<file path="config.mk">
export PLATFORM = sky130hd
export DESIGN_NAME = hbd_group
export DESIGN_NICKNAME = d
export VERILOG_FILES = /design/src/rtl/core/hbd_pkg.sv /design/src/rtl/core/hbd_group.sv
export SDC_FILE = /design/constraint.sdc
export NUM_CORES = 1
export LEC_CHECK = 0
export BUFFER_PORTS_ARGS = -buffer_cell sky130_fd_sc_hd__buf_2
export CAP_MARGIN = 20
export CORE_AREA = 2 2 39 41
export DETAILED_ROUTE_END_ITERATION = 7
export DIE_AREA = 0 0 41 43
export SYNTH_ARGS = -nofsm -noshare
export SYNTH_HDL_FRONTEND = slang
export SYNTH_SLANG_ARGS = --single-unit
export TNS_END_PERCENT = 100
</file>
<file path="constraint.sdc">
create_clock -name i_clk -period 2.47 [get_ports i_clk]
set_clock_uncertainty 0.1 [all_clocks]
set_input_delay 0.247 -clock i_clk [delete_from_list [all_inputs] [get_ports i_clk]]
set_output_delay 0.247 -clock i_clk [all_outputs]
set_load 0.01 [all_outputs]
</file>
<file path="src/rtl/core/hbd_pkg.sv">
// ----------------------------------------------------------------------------
// hbd_pkg
// shared constants and types of the prefix-code bit decoder
// ----------------------------------------------------------------------------
package hbd_pkg;

    localparam int MAX_CODE_LEN = 32;
    localparam int SYMBOL_COUNT = 256;

    localparam int SYM_W     = 8;
    localparam int LEN_W     = 6;
    localparam int CODE_W    = 32;
    localparam int PAD_W     = 3;
    localparam int DELAY_LEN = 7;
    localparam int COUNT_W   = $clog2(MAX_CODE_LEN + 1);
    localparam int LCMP_W    = (LEN_W > COUNT_W) ? LEN_W : COUNT_W;

    localparam int GROUP_SIZE  = 16;
    localparam int GROUP_IDX_W = $clog2(GROUP_SIZE);
    localparam int GROUP_COUNT = (SYMBOL_COUNT + GROUP_SIZE - 1) / GROUP_SIZE;
    localparam int GSEL_W      = (GROUP_COUNT > 1) ? $clog2(GROUP_COUNT) : 1;
    localparam int CELL_COUNT  = GROUP_COUNT * GROUP_SIZE;

    localparam int IN_TDATA_W  = 48;
    localparam int OUT_TDATA_W = 8;

    localparam logic ACT_LOAD = 1'b0;
    localparam logic ACT_DATA = 1'b1;

    typedef struct packed {
        logic [MAX_CODE_LEN-1:0] bits;
        logic [MAX_CODE_LEN-1:0] mask;
        logic [COUNT_W-1:0]      count;
    } t_cmp_bus;

    typedef struct packed {
        logic                   found;
        logic [GROUP_IDX_W-1:0] idx;
    } t_grp_res;

endpackage

</file>
<file path="src/rtl/core/hbd_group.sv">
// ----------------------------------------------------------------------------
// hbd_group
// registered priority pick over one group of cells, highest index wins
// ----------------------------------------------------------------------------
module hbd_group (
    input  logic                             i_clk,
    input  logic                             i_rst_n,
    input  logic [hbd_pkg::GROUP_SIZE-1:0]   i_match,
    output hbd_pkg::t_grp_res                o_res
);

    hbd_pkg::t_grp_res r_res;
    hbd_pkg::t_grp_res n_res;

    always_comb begin
        n_res = '0;
        for (int i = 0; i < hbd_pkg::GROUP_SIZE; i++) begin
            if (i_match[i]) begin
                n_res.found = 1'b1;
                n_res.idx   = hbd_pkg::GROUP_IDX_W'(i);
            end
        end
    end

    always_ff @(posedge i_clk) begin
        if (!i_rst_n) begin
            r_res <= '0;
        end else begin
            r_res <= n_res;
        end
    end

    assign o_res = r_res;

endmodule

</file>
### Word-level counts from Yosys, hierarchy flattened

Cells that the tools add are included.

* multiplexer cells: 16

Operator list (number)
* 5-bit two-way mux: 16

* flip-flop bits (word level): 5
* input bits: 18

### Longest topological paths before layout

Gate-level depths: netlist of the first run.

* depth after elaboration: 16
* depth in mapped cells: 4
* depth with buffers taken out: 4

### Least setup slack after synthesis of the first run

OpenSTA, ideal clock, no wires.

* kind: input -> register
* start point: input port i_match[6] (netlist bit)
* end point: register r_res (netlist bit o_res[0])
* arrival: 815 ps
* path slack: 1432 ps
* buffers on the path: 0
* stages: 4
* cell sequence: inv_2 -> a2111oi_4 -> o31a_1 -> o22ai_1

* word-level cells in the longest chain between the ends: 10

RTL lines
* start, declared: line hbd_group.sv:8 `input logic [hbd_pkg::GROUP_SIZE-1:0] i_match,`
* 5-bit two-way mux (10 in series): line hbd_group.sv:18 `if (i_match[i]) begin`
* end signal, assigned: line hbd_group.sv:29 `r_res <= n_res;`
* end, declared: line hbd_group.sv:12 `hbd_pkg::t_grp_res r_res;`

No other way between the ends.
A chain may end at the register's enable or synchronous reset.

### Final worst setup path of the first run

* start point: input port i_match[13] (netlist bit)
* end point: register r_res (netlist bit o_res[4])

* word-level cells in the longest chain between the ends: 3

RTL lines (line)
* 5-bit two-way mux (3 in series): hbd_group.sv:18

No other way between the ends.

==> results.json, run 1 <==
{
  "core_um2": 1384,
  "arrival_ps": 1030,
  "syn2layout_area_growth_pct": 54.35,
  "die-area_um2": 1763,
  "grt_pass1_vias": 323,
  "num-nets-final": 79,
  "hold_viol": 0,
  "drcViolationCount": 0,
  "cts_resized": 0,
  "fin_cells": 76,
  "final_common_cell": "buf_2",
  "period_minus_slack_ps": 1049,
  "worstSetupPathType": "in -> reg",
  "setup_viol": 0,
  "cts-root-to-sink-buffers": 2,
  "ant_nets": 0,
  "synth_area_um2": 287.8,
  "ys_top_cells_by_area": "dfxtp_1, a2111oi_4, a21oi_1, nor4_1, inv_1",
  "largest_reg_flops": 5,
  "viasPerCell": 4.632,
  "synth_fp_nets": 52,
  "ctsHoldBuffers": 0,
  "wl_per_cell_um": 10.07,
  "cts.sinks": 5,
  "cts_made_buffers": 3,
  "relSlewSlack": 0.6661,
  "clk_pin_slew_ps": 40,
  "critPathMaxFanout": 4,
  "globalRouteOverflowTotal": 0,
  "cts-root-buf": "clkbuf_4",
  "slew_violations": 0,
  "antenna_cells": 0,
  "tightest_slew_ps": 496.3,
  "rows": 14,
  "place_congestion": 0.7808,
  "post_cts_buffers": 0,
  "yosys.area.top_type": "dfxtp_1",
  "htree_levels": 1,
  "yosysWarnings": 0,
  "drt_iter0_markers": 3,
  "synth_cell_types": 16,
  "synth_seq_cells": 5,
  "multi_input_area_um2": 168.9,
  "yosysSeqAreaShare": 0.3478,
  "routed_wl_um": 765,
  "antenna_found_initial": 0,
  "grt_pass1_wl_um": 1200,
  "dp_hpwl_um": 653.1,
  "min_path_type": "in -> reg",
  "cap_viol_max_count": 0,
  "start_kind": "primary input",
  "drive_gt1_frac": 0.4667,
  "finish.utilization": 0.3210,
  "p_per_area_nw_per_um2": 507.0,
  "fmaxAchievable_mhz": 953.6,
  "fp.dieH_um": 43,
  "status": "finished, final reports clean",
  "synth_area_per_cell_um2": 8.464,
  "dr.pass1.iters": 4,
  "leakagePower_nw": 0.2024,
  "rsz0062_at_grt": "no",
  "min_to": "o_res[1]",
  "end_kind": "flip-flop",
  "num_io_pins": 23,
  "required_ps": 2450,
  "syn_inst": 34,
  "hold_path_depth": 3,
  "port_buffers": 22,
  "layout.cells.most_common_list": "buf_2, a21oi_1, dfxtp_1",
  "fill_cells": 157,
  "hold_start": "i_rst_n",
  "start_util": 0.2080,
  "ir_worst_vdd_uv": 198.2,
  "seqCellArea_um2": 100.1,
  "die_w_um": 41,
  "place_inst": 72,
  "finalSetupTns_ps": 0,
  "period_share": 0.4246,
  "cts_tree": "yes",
  "grt.total_usage": 0.09910,
  "vias": 352,
  "synth_top_area_frac": 0.3478,
  "grt_max_degree": 5
}
[kinds of logic (layout without fill, tap and decap cells)]
group,after synthesis,after routing,synth area share
buf+inv,5,31,0.06519
flops,5,5,0.3478
compound gates,13,13,0.3566
simple gates,11,11,0.2304
[Yosys cell counts]
cell type	number
a2111oi_4	1
o311ai_0	1
o31ai_1	1
o22ai_1	1
inv_1	4
dfxtp_1	5
nor4_1	4
o31a_1	1
nor3_1	1
inv_2	1
nor2_1	3
nand2b_1	2
a21oi_1	5
a41oi_1	1
nor4_2	1
o21ai_0	2
[report_power, final]
part | leakage [nW] | switching, mW | internal [mW]
Sequential | 0.0422 | 0.000944 | 0.0867
Clock | 0.0150 | 0.0299 | 0.0609
Combinational | 0.145 | 0.0256 | 0.0213
[worst max path at each step]
stage | from | to
final | i_match[13] | o_res[4]
after global routing | i_match[13] | o_res[4]
after CTS | i_match[13] | o_res[4]
after detailed placement | i_match[13] | o_res[4]
after global placement | i_match[6] | o_res[0]
after floorplan | i_match[6] | o_res[0]
[area by class of cell]
type                            count  area share
Inverter                            5     0.04225
Clock buffer                        4     0.05915
Tap cell                           16     0.04507
Multi-Input combinational cell     24      0.3803
Sequential cell                     5      0.2254
Timing Repair Buffer               22      0.2479
[through the flow]
step	cell area [µm²]	hold slack, ps	worst slack, ps	total power, mW
after floorplan	287.8	293.6	1432	0.1062
after global placement	417.9	443.3	1221	0.1358
after detailed placement	417.9	436.6	1191	0.1364
after CTS	444.2	192.3	1442	0.2307
after global routing	444.2	207.0	1361	0.2434
final	444.2	192.6	1421	0.2252
[worst max-delay path: stages]
cell and delay, ps:
buf_2 120, nor4_1 470, a41oi_1 190
[routing by layer]
metal	track usage	up-vias	wire (µm)
met5	0	-	0
met4	0.04000	0	0
met3	0.03665	0	70
met2	0.1469	15	353
met1	0.1242	154	340
li1	-	183	-
Power figures use the tool's default switching activity.
==> run 2, diff against run 1 <==
- ABC_AREA: unset -> 1
- clock period: 2.47 -> 0.85 ns (I/O delays scaled with it)
==> results.json, run 2 <==
{
  "drt_iter0_markers": 4,
  "relSlewSlack": 0.8536,
  "die_w_um": 41,
  "num-nets-final": 104,
  "max_stage_delay_ps": 100,
  "ir_worst_vdd_uv": 308.7,
  "synth_area_um2": 302.8,
  "cts.sinks": 5,
  "syn_inst": 55,
  "seq_power_share": 0.380,
  "finalSetupTns_ps": 0,
  "antenna_found_initial": 0,
  "cts-root-to-sink-buffers": 2,
  "synth_most_common_cell": "nand2_1",
  "seqCellArea_um2": 101.3,
  "met1_usage": 0.09295,
  "place_congestion": 0.6871,
  "setup_viol": 0,
  "num_io_pins": 23,
  "fp.dieH_um": 43,
  "htree_levels": 1,
  "grt_max_degree": 6,
  "arrival_ps": 910,
  "synth_fp_nets": 73,
  "antenna_cells": 0,
  "grt_pass1_wl_um": 1021,
  "combPwrFrac": 0.231,
  "slew_violations": 0,
  "total_power_uw": 668.8,
  "synth_cell_types": 10,
  "grt_pass1_vias": 306,
  "crit_slowest_cell": "a21oi_2",
  "cts_made_buffers": 3,
  "p_int_uw": 508.3,
  "synth_common_cells": "nand2_1, inv_1, nor2_1",
  "grt.total_usage": 0.08626,
  "cp_common_cell": "nand2_1",
  "yosys.area.top_type": "dfxtp_1",
  "start_util": 0.2188,
  "fmaxAchievable_mhz": 1192,
  "synth_seq_cells": 5,
  "p_clk_frac": 0.390,
  "cts_tree": "yes",
  "switchingPower_uw": 160.5,
  "top_usage_layer": "met2",
  "grt_use_met2": 0.1313,
  "rows": 14,
  "viasPerCell": 3.693,
  "period_share": 0.9868,
  "die-area_um2": 1763,
  "status": "finished, final reports clean",
  "core_um2": 1384,
  "tightest_slew_ps": 217.6,
  "p_per_area_nw_per_um2": 1323,
  "cts-root-buf": "clkbuf_4",
  "vias": 373,
  "largest_reg_flops": 5,
  "period_minus_slack_ps": 838.8,
  "clk_pin_slew_ps": 40,
  "end_kind": "flip-flop",
  "drcViolationCount": 0,
  "rsz0062_at_grt": "yes",
  "wl_per_cell_um": 5.990,
  "worstSetupPathType": "in -> reg",
  "critPathMaxFanout": 2,
  "path_cells": "buf_6 > inv_2 > nand2_1 > nand2_1 > nand2_1 > nand2_1 > nand2_1 > nand2_1 > nand2_1 > nand2_1 > nand2_1 > nand2_1 > nand2_1 > nand2_1 > nand2_1 > a21oi_2",
  "start_kind": "primary input",
  "required_ps": 920,
  "dp_hpwl_um": 554.1,
  "globalRouteOverflowTotal": 0,
  "yosysSeqAreaShare": 0.3306,
  "synth_ff_type": "dfxtp_1",
  "port_buffers": 22,
  "synth_top_area_frac": 0.3306,
  "min_path_type": "in -> reg",
  "async_reset_ff_frac": 0,
  "ys_top_cells_by_area": "dfxtp_1, nand2_1, inv_1, nor2_1, inv_2",
  "cap_viol_max_count": 0,
  "drive_gt1_frac": 0.4235,
  "multi_input_area_um2": 146.4,
  "synth_area_per_cell_um2": 5.505,
  "dr.pass1.iters": 4,
  "fill_cells": 157,
  "hold_viol": 0,
  "layout.cells.most_common_list": "nand2_1, buf_2, inv_1",
  "yosysWarnings": 0,
  "syn2layout_area_growth_pct": 66.94,
  "leakagePower_nw": 0.3105,
  "synth-edff-count": 0,
  "routed_wl_um": 605,
  "ant_nets": 0,
  "p_sw_frac": 0.2400,
  "finish.utilization": 0.3653,
  "use_met3": 0.01571
}
## run 2: cell count changes in the layout (fill, tap and decap cells not counted), moves of 3 or more
cell,delta
inv_2,+5
a21oi_1,-3
nand2_1,+20
buf_4,+3
nor2_1,+5
nor4_1,-3
inv_1,+5
## run 2: final cells by class
cell class              instances  area share
flip-flops and latches          5      0.2005
multi-input cells              35      0.2896
inverters                      15      0.1114
well taps                      16     0.03960
clock buffers                   4     0.05198
repair buffers                 26      0.3069
## run 2: power groups by stage
stage | Clock [mW] | Combinational, mW | Sequential, mW
global placement | 0 | 0.144 | 0.257
CTS | 0.274 | 0.154 | 0.253
finish | 0.261 | 0.154 | 0.254
floorplan | 0 | 0.0609 | 0.266
detailed placement | 0 | 0.146 | 0.257
global route | 0.296 | 0.175 | 0.255
## run 2: logic make-up after synthesis
| group | share of synthesized area |
|---|---|
| compound gates | 0.08266 |
| buf+inv | 0.1860 |
| simple gates | 0.4008 |
| flops | 0.3306 |
## run 2: worst paths after layout
check,from,endpoint,cells past startpoint
setup / recovery,i_match[2],o_res[0],16
hold / removal,i_match[0],o_res[4],3
## run 2: what timing repair did
item                                    CTS  global route
setup buffers                             0             0
endpoints found under the setup margin    1             6
hold buffers                              1             0
pin swaps                                 2             2
resized for setup                         2             2
endpoints found under the hold margin     1             0
gates cloned                              0             0
## run 2: critical path, delay by kind of cell
family,cells,cell delay [ps]
AOI/OAI and AO/OA,1,100
and+or+nand+nor,13,610
buffers and inverters,2,130
## run 2: metal layers
layer | part of all wire | wire length [µm]
met5 | 0 | 0
met4 | 0 | 0
met3 | 0.091 | 55
met2 | 0.50 | 300
met1 | 0.41 | 250
## run 2: stage by stage
stage	std cells	worst slack (ps)	cell area (µm²)	hold WS, ps
after floorplan	55	-88.96	302.8	129.3
after global placement	96	-269.9	455.4	251.6
after detailed placement	96	-276.9	455.4	251.1
after CTS	101	-7.950	498.0	9.509
after global routing	101	-93.42	505.5	32.19
final	101	11.22	505.5	13.98
