--- config.mk ---
export PLATFORM = sky130hd
export DESIGN_NAME = hbd_cell
export DESIGN_NICKNAME = d
export VERILOG_FILES = /design/src/rtl/core/hbd_pkg.sv /design/src/rtl/core/hbd_cell.sv
export SDC_FILE = /design/constraint.sdc
export NUM_CORES = 1
export LEC_CHECK = 0
export ABC_AREA = 1
export BUFFER_PORTS_ARGS = -buffer_cell sky130_fd_sc_hd__buf_2
export CAP_MARGIN = 15
export CELL_PAD_IN_SITES_DETAIL_PLACEMENT = 1
export CELL_PAD_IN_SITES_GLOBAL_PLACEMENT = 1
export CORE_UTILIZATION = 30
export DETAILED_ROUTE_END_ITERATION = 7
export PLACE_DENSITY_LB_ADDON = 0.1
export SKIP_CTS_REPAIR_TIMING = 1
export SYNTH_ARGS = -nofsm -noshare
export SYNTH_HDL_FRONTEND = slang
export SYNTH_SLANG_ARGS = --single-unit
--- constraint.sdc ---
create_clock -name i_clk -period 1.1 [get_ports i_clk]
set_input_delay 0.11 -clock i_clk [delete_from_list [all_inputs] [get_ports i_clk]]
set_output_delay 0.11 -clock i_clk [all_outputs]
set_load 0.01 [all_outputs]
--- src/rtl/core/hbd_pkg.sv ---
// ----------------------------------------------------------------------------
// hbd_pkg
// shared constants and types of the prefix-code bit decoder
// ----------------------------------------------------------------------------
package hbd_pkg;

    localparam int MAX_CODE_LEN = 32;
    localparam int SYMBOL_COUNT = 256;

    localparam int SYM_W     = 8;
    localparam int LEN_W     = 6;
    localparam int CODE_W    = 32;
    localparam int PAD_W     = 3;
    localparam int DELAY_LEN = 7;
    localparam int COUNT_W   = $clog2(MAX_CODE_LEN + 1);
    localparam int LCMP_W    = (LEN_W > COUNT_W) ? LEN_W : COUNT_W;

    localparam int GROUP_SIZE  = 16;
    localparam int GROUP_IDX_W = $clog2(GROUP_SIZE);
    localparam int GROUP_COUNT = (SYMBOL_COUNT + GROUP_SIZE - 1) / GROUP_SIZE;
    localparam int GSEL_W      = (GROUP_COUNT > 1) ? $clog2(GROUP_COUNT) : 1;
    localparam int CELL_COUNT  = GROUP_COUNT * GROUP_SIZE;

    localparam int IN_TDATA_W  = 48;
    localparam int OUT_TDATA_W = 8;

    localparam logic ACT_LOAD = 1'b0;
    localparam logic ACT_DATA = 1'b1;

    typedef struct packed {
        logic [MAX_CODE_LEN-1:0] bits;
        logic [MAX_CODE_LEN-1:0] mask;
        logic [COUNT_W-1:0]      count;
    } t_cmp_bus;

    typedef struct packed {
        logic                   found;
        logic [GROUP_IDX_W-1:0] idx;
    } t_grp_res;

endpackage

--- src/rtl/core/hbd_cell.sv ---
// ----------------------------------------------------------------------------
// hbd_cell
// one code table entry with its own compare against the gathered bits
// ----------------------------------------------------------------------------
module hbd_cell (
    input  logic                      i_clk,
    input  logic                      i_rst_n,
    input  logic                      i_wr_en,
    input  logic [hbd_pkg::LEN_W-1:0]  i_wr_len,
    input  logic [hbd_pkg::CODE_W-1:0] i_wr_code,
    input  hbd_pkg::t_cmp_bus         i_cmp,
    output logic                      o_match
);

    logic [hbd_pkg::LEN_W-1:0]        r_len;
    logic [hbd_pkg::CODE_W-1:0]       r_code;
    logic                             r_match;
    logic [hbd_pkg::MAX_CODE_LEN-1:0] w_code_ext;
    logic                             n_match;

    assign w_code_ext = hbd_pkg::MAX_CODE_LEN'(r_code);

    assign n_match = (r_len != '0)
        && (hbd_pkg::LCMP_W'(r_len) == hbd_pkg::LCMP_W'(i_cmp.count))
        && ((w_code_ext & i_cmp.mask) == i_cmp.bits);

    always_ff @(posedge i_clk) begin
        if (!i_rst_n) begin
            r_len   <= '0;
            r_match <= 1'b0;
        end else begin
            r_match <= n_match;
            if (i_wr_en) begin
                r_len <= i_wr_len;
            end
        end
    end

    // code bits are only read once a nonzero length has been written with them
    always_ff @(posedge i_clk) begin
        if (i_wr_en) begin
            r_code <= i_wr_code;
        end
    end

    assign o_match = r_match;

endmodule

## Word level (Yosys, flattened, before mapping)

Cells that the tools add are included.

| storage, ports and cells | value |
|---|---|
| bits in registers | 39 |
| word-level logic and storage cells | 9 |

| cells by class | value |
|---|---|
| equal/unequal tests | 2 |
| bitwise gates (word level) | 1 |
| reduce and logical (&&, ||, !) cells | 3 |

Operators by type and width:

| cell | count |
|---|---|
| 32-bit AND | 1 |
| 32-bit equality test | 1 |
| 6-bit equality test | 1 |
| 6-bit nonzero test | 1 |
| 1-bit logical AND | 2 |

## Longest topological paths before layout

Gate-level depths: netlist of the first run.

| logic depth | value |
|---|---|
| depth after elaboration | 3 |
| gate-level depth with buffers | 9 |
| mapped depth without buffers | 9 |

## Worst setup path after synthesis of the first run

OpenSTA, ideal clock, no wires.

| timing path | value |
|---|---|
| kind | reg2reg |
| start | reg r_code[21] (netlist name) |
| end | reg r_match, in the netlist o_match |
| arrival time | 0.855 ns |
| setup slack | 0.181 ns |
| stages on the path, launching flop included | 8 |
| buffers on the path | 0 |
| clock period less this slack | 0.919 ns |
| path through | edfxtp_1 nand3_1 nand2_1 nor2_1 nand3_1 nor2_1 nand3_1 nor2_1 |

| between the ends | value |
|---|---|
| longest elaborated chain between the ends | 3 |

RTL lines:

| what | line | source |
|---|---|---|
| from (decl) | hbd_cell.sv:16 | `logic [hbd_pkg::CODE_W-1:0] r_code;` |
| from (signal assigned) | hbd_cell.sv:42 | `r_code <= i_wr_code;` |
| 32-bit AND | hbd_cell.sv:25 | `&& ((w_code_ext & i_cmp.mask) == i_cmp.bits);` |
| 32-bit equality test | hbd_cell.sv:25 |  |
| 1-bit logical AND | hbd_cell.sv:25 |  |
| to (signal assigned) | hbd_cell.sv:32 | `r_match <= n_match;` |
| to (decl) | hbd_cell.sv:17 | `logic r_match;` |

No other way between the ends.
A chain may end at the register's enable or synchronous reset.

## Worst setup path after layout of the first run

| timing path | value |
|---|---|
| start | reg r_code[19] (netlist name) |
| end | reg r_match, in the netlist o_match |

Same word-level chain as after synthesis.

==> flow_summary_export.csv, run 1 <==
group,metric,value,unit
floorplanning,core_area,6061,µm²
sta,clock.fmax,904.9,MHz
setup_path,crit_path_start_kind,"flip-flop",
synthesis,ys_types,17,
clock_tree,cts.sinks,39,
routing,drc,0,
global_routing,grt_pass1_vias,1763,
sta,fin_tns_setup,-0.005155,ns
synthesis,syn_area_per_cell,8.613,µm²
synthesis,yosysWarnings,0,
status,violations,"setup timing",
routing,routedWlPerCell,11.79,µm
place,dp_hpwl,4134,µm
power,cellPowerDensity,1099,nW/µm²
routing,drtAntennaViolNets,0,
finish,nets,486,
place,place.gp.congestion,0.7047,
floorplanning,chipWidth,82.20,µm
place,io_buffers,111,
global_routing,grt_max_degree,27,
place,dp_cells,411,
sta,fin_crit,1.105,ns
sta,skew,0.004546,ns
clock_tree,path_clk_slew,0.08,ns
routing,via_count,1965,
sta,grt_setup_unrepaired,"true",
floorplanning,initial_core_util,31.83,%
synthesis,synth-edff-count,32,
clock_tree,cts_tree,"yes",
routing,first_iter_violations,22,
floorplanning,fp.dieH,82.20,µm
floorplanning,io_pins,112,
finish,n_antenna_cell,0,
floorplanning,die-area,6756,µm²
clock_tree,htree_num_levels,2,
synthesis,synth-seq-cells,39,
global_routing,grt_usage,14.49,%
synthesis,ys.flop_type,"edfxtp_1",
clock_tree,cts_max_path_buffers,2,
status,status,"finished with violations",
power,ir_drop,585.2,µV
setup_path,cp-end-kind,"flip-flop",
floorplanning,num_rows,28,
setup_path,arrival,1.34,ns
setup_path,path_class,"flip-flop to flip-flop",
synthesis,ys_seq_area_share,57.07,%
place,dp_slack,-0.01914,ns
finish,area_growth,55.84,%
sta,tightest_slew,0.2763,ns
sta,slew_headroom,81.56,%
finish,layout.cells.non_filler,451,
synthesis,synth_nets,335,
setup_path,required,1.33,ns
global_routing,grt_pass1_wl,7203,µm
sta,min_period_over_period,100.5,%
sta,finalMaxSlewViolations,0,
power,p_leak,1.450,nW
setup_path,crit_fanout,2,
synthesis,synthArstFlopShare,0,%
flow_run,max_cap_violations,0,
routing,drt_pass1_iterations,2,
clock_tree,root_buffer,"clkbuf_8",
finish,drive_above_1_share,32.98,%
clock_tree,cts_buffers,5,
global_routing,grt-ovfl-total,0,
routing,wl,5316,µm
synthesis,netlist_area,1929,µm²
clock_tree,worstSkewPairLatency,0.29,ns
sta,hold_viol,0,
sta,worst_slack,-0.005155,ns
global_routing,antenna_found_initial,0,
synthesis,syn-instance-count,224,
sta,final-setup-viol-count,1,
routing,vias_per_cell,4.357,
worst_hold_path,hold_path_class,"input port to flip-flop",
finish,postLayoutCoreUtil,49.61,%
==> routing by layer <==
metal | routed length, µm | global-route usage (%) | vias up
met3 | 397 | 5.055 | 7
met1 | 2114 | 15.05 | 866
li1 | - | - | 1027
met4 | 63 | 5.263 | 0
met5 | 0 | 0 | -
met2 | 2741 | 26.69 | 65
==> state kept, by name, indices dropped and copies added (netlist names) <==
name	cells
o_match	1
r_code	32
r_len	6
==> report_power, final <==
part	switching (mW)	internal (mW)	leakage (nW)
Sequential	0.0434	1.72	0.371
Combinational	0.265	0.343	1.04
Clock	0.485	0.451	0.0395
Total	0.793	2.51	1.45
==> final cells by class <==
type / instances / area, µm²
clock buffer: 8 / 80.08
fill: 759 / 3054
multi-input combinational: 164 / 753.2
tap: 75 / 93.84
timing repair buffer: 145 / 903.4
inverter: 20 / 75.07
sequential: 39 / 1101
==> final timing paths <==
path | from | to | slack [ns] | cells past startpoint
worst max-delay path | r_code[19] | o_match | -0.005 | 7
worst min-delay path | i_wr_len[5] | r_len[5] | 0.05 | 3
worst max register to register | r_code[19] | o_match | -0.005 | 7
worst min register to register | r_len[2] | r_len[2] | 0.48 | 2
==> critical path: stages (launching register included) <==
cell and delay, ns:
edfxtp_1 0.40, nand3_1 0.08, nand2_1 0.06, nor2_2 0.11, nand3_1 0.08, nor2_1 0.13
nand3_1 0.09, nor2_1 0.10
==> cell usage after synthesis, types with 2 or more instances <==
library cell  number  area [µm²]
inv_1             18       67.56
edfxtp_1          32       960.9
nor2_1            24       90.09
nand3b_1           7       52.55
nand2_1           87       326.6
dfxtp_1            7       140.1
xnor2_1            8       70.07
o21ai_0           10       50.05
a21oi_1            6       30.03
xor2_1             4       35.03
o21ai_1            3       15.01
nand3_1           12       60.06
inv_2              2       7.510
==> cell families (layout without fill, tap and decap cells) <==
kind of cell,count (synthesis),count (layout),synth area share (%)
AO/OA/AOI/OAI,19,19,4.929
buffers and inverters,21,173,4.150
flip-flops,39,39,57.07
AND/OR/NAND/NOR,133,133,28.41
XOR/XNOR,12,12,5.447
==> through the flow <==
step / hold WS [ns] / total power [mW] / instance area [µm²]
after detailed placement: 0.2883 / 2.320 / 2601
after global placement: 0.2861 / 2.297 / 2601
after floorplan: 0.2089 / 2.016 / 1929
after CTS: -0.02057 / 3.267 / 2681
after global routing: 0.04841 / 3.489 / 3007
final: 0.04562 / 3.305 / 3007
==> placed cells by master, fill, tap and decap left out <==
cell	n
edfxtp_1	32
o21ai_1	3
nand4_1	1
inv_2	2
clkbuf_1	3
clkbuf_8	5
o21ai_0	10
buf_12	1
a21oi_1	6
nand3_1	12
xnor2_1	8
nand3b_1	7
dfxtp_1	7
inv_1	18
nand2_2	1
buf_2	111
buf_4	1
nor2_2	3
nand2_1	87
dlygate4sd3_1	32
xor2_1	4
nor2_1	22
(Power assumes the default switching activity.)
==> run 2, diff against run 1 <==
--- a/config.mk
+++ b/config.mk
@@ -6,7 +6,7 @@
 export NUM_CORES = 1
 export LEC_CHECK = 0
 export ABC_AREA = 1
-export BUFFER_PORTS_ARGS = -buffer_cell sky130_fd_sc_hd__buf_2
+export BUFFER_PORTS_ARGS = -buffer_cell sky130_fd_sc_hd__buf_4
 export CAP_MARGIN = 15
 export CELL_PAD_IN_SITES_DETAIL_PLACEMENT = 1
 export CELL_PAD_IN_SITES_GLOBAL_PLACEMENT = 1
@@ -14,6 +14,7 @@
 export DETAILED_ROUTE_END_ITERATION = 7
 export PLACE_DENSITY_LB_ADDON = 0.1
 export SKIP_CTS_REPAIR_TIMING = 1
+export SLEW_MARGIN = 15
 export SYNTH_ARGS = -nofsm -noshare
 export SYNTH_HDL_FRONTEND = slang
 export SYNTH_SLANG_ARGS = --single-unit
==> run 2 against run 1 <==
The flow still finishes with violations (setup timing). Fmax up 0.30%. Power up 8.1%. Global-route usage up 1.1 points. Via count up 2.4%. First-iteration DRC count up 86%. Critical path depth unchanged. Sequential power about the same. Utilization up 4.9 points. Flip-flop and latch count unchanged. Design area up 9.9%. Non-clock buffer count down 1. Critical endpoint unchanged.
==> flow_summary_export.csv, run 2 (synthesized netlist as in run 1, its figures left out) <==
group,metric,value,unit
status,status,"finished with violations",
status,violations,"setup timing",
clock_tree,cts.sinks,39,
global_routing,grt_usage,15.58,%
routing,drtAntennaViolNets,0,
setup_path,crit_path_start_kind,"flip-flop",
power,p_comb_share,20.4,%
flow_run,max_cap_violations,0,
setup_path,arrival,1.34,ns
clock_tree,worstSkewPairLatency,0.29,ns
place,place.gp.congestion,0.7286,
global_routing,antenna_found_initial,0,
global_routing,grt-ovfl-total,0,
clock_tree,root_buffer,"clkbuf_8",
finish,layout_common_cells,"buf_4 (111), nand2_1 (87), dlygate4sd3_1 (32), edfxtp_1 (32), nor2_1 (21)",
finish,n_antenna_cell,0,
setup_path,path_buf_inv,0,
global_routing,grt_pass1_wl,7838,µm
place,io_buffers,111,
routing,drc,0,
sta,final-setup-viol-count,1,
finish,num-fill-cells,726,
floorplanning,die-area,6756,µm²
setup_path,cp-end-kind,"flip-flop",
global_routing,grt_max_degree,27,
setup_path,worstPathCellList,"nand3b_1, nand2_1, nor2_1, nand2_1, nor2_2, nand3_1, nor2_1",
sta,worst_slack,-0.001808,ns
sta,tightest_slew,0.2751,ns
routing,vias_per_cell,4.471,
place,dp_hpwl,4280,µm
clock_tree,htree_num_levels,2,
setup_path,required,1.34,ns
floorplanning,initial_core_util,31.83,%
power,clkPwrFrac,30.3,%
sta,min_period_over_period,100.2,%
setup_path,critPathMaxStageDelay,0.39,ns
clock_tree,cts_tree,"yes",
finish,regArea,1101,µm²
sta,slew_headroom,81.64,%
floorplanning,io_pins,112,
floorplanning,fp.dieH,82.20,µm
power,power,3.572,mW
power,swShare,23.30,%
power,power.internal,2.740,mW
power,ir_drop,719.7,µV
clock_tree,path_clk_slew,0.08,ns
finish,nets,485,
finish,largest_reg_flops,32,
finish,largest_register,"r_code",
finish,area_growth,71.27,%
power,sequentialPowerShare,49.3,%
finish,drive_above_1_share,33.87,%
routing,drt_pass1_iterations,4,
setup_path,path_class,"flip-flop to flip-flop",
floorplanning,chipWidth,82.20,µm
worst_hold_path,hold_path_class,"input port to flip-flop",
finish,multiInputGateArea,760.7,µm²
routing,routedWlPerCell,12.81,µm
finish,final_common_cell,"buf_4",
sta,hold_viol,0,
global_routing,grt_pass1_vias,1923,
routing,wl,5765,µm
floorplanning,num_rows,28,
clock_tree,cts_buffers,5,
routing,first_iter_violations,41,
setup_path,crit_fanout,2,
place,dp_cells,410,
sta,fin_crit,1.102,ns
sta,finalMaxSlewViolations,0,
place,dp_slack,-0.01789,ns
setup_path,path_delay_family,"simple AND/OR/NAND/NOR gates",
floorplanning,core_area,6061,µm²
routing,via_count,2012,
clock_tree,cts_max_path_buffers,2,
power,p_leak,1.553,nW
sta,skew,0.002654,ns
sta,grt_setup_unrepaired,"true",
power,p_sw,0.8323,mW
sta,clock.fmax,907.6,MHz
setup_path,cpMaxStageDelayCell,"edfxtp_1",
power,cellPowerDensity,1081,nW/µm²
finish,layout.cells.non_filler,450,
==> run 2: path summary, 6_finish.rpt <==
path,start,endpoint,slack [ns],depth (start not counted)
min reg2reg,r_len[2],r_len[2],0.48,2
max,r_code[0],o_match,-0.002,7
min,i_wr_len[5],r_len[5],0.04,3
max reg2reg,r_code[0],o_match,-0.002,7
==> run 2: cell type report <==
class	count	share of cell area, %
inverters	20	2.272
well taps	75	2.840
flip-flops and latches	39	33.32
multi-input cells	164	23.02
repair buffers	144	35.52
clock buffers	8	3.029
==> run 2: power groups by stage <==
| stage | Combinational, mW | Clock, mW | Sequential [mW] |
|---|---|---|---|
| floorplan | 0.231 | 0 | 1.78 |
| global placement | 0.612 | 0 | 1.79 |
| detailed placement | 0.632 | 0 | 1.80 |
| CTS | 0.635 | 1.13 | 1.76 |
| global route | 0.811 | 1.16 | 1.77 |
| finish | 0.727 | 1.08 | 1.76 |
==> run 2: metal layers <==
layer | track usage (%) | up-vias | wire length, µm
li1 | - | 1024 | -
met1 | 15.23 | 916 | 2083
met2 | 29.75 | 65 | 3187
met3 | 5.495 | 7 | 423
met4 | 5.789 | 0 | 70
met5 | 0 | - | 0
==> run 2: worst register-to-register path, stage by stage, from the launching register on <==
cell      delay [ns]
edfxtp_1        0.39
nand3b_1        0.11
nand2_1         0.06
nor2_1          0.10
nand2_1         0.07
nor2_2          0.14
nand3_1         0.09
nor2_1          0.08
==> run 2: through the flow <==
stage	cell area [µm²]	setup TNS, ns	hold slack (ns)	util, %
after floorplan	1929	0	0.2089	-
after global placement	2872	0	0.2880	47.38
after detailed placement	2872	-0.01789	0.2893	47.38
after CTS	2972	-0.05164	-0.02784	49.03
after global routing	3304	-0.1035	0.05901	54.52
final	3304	-0.001808	0.04095	54.52
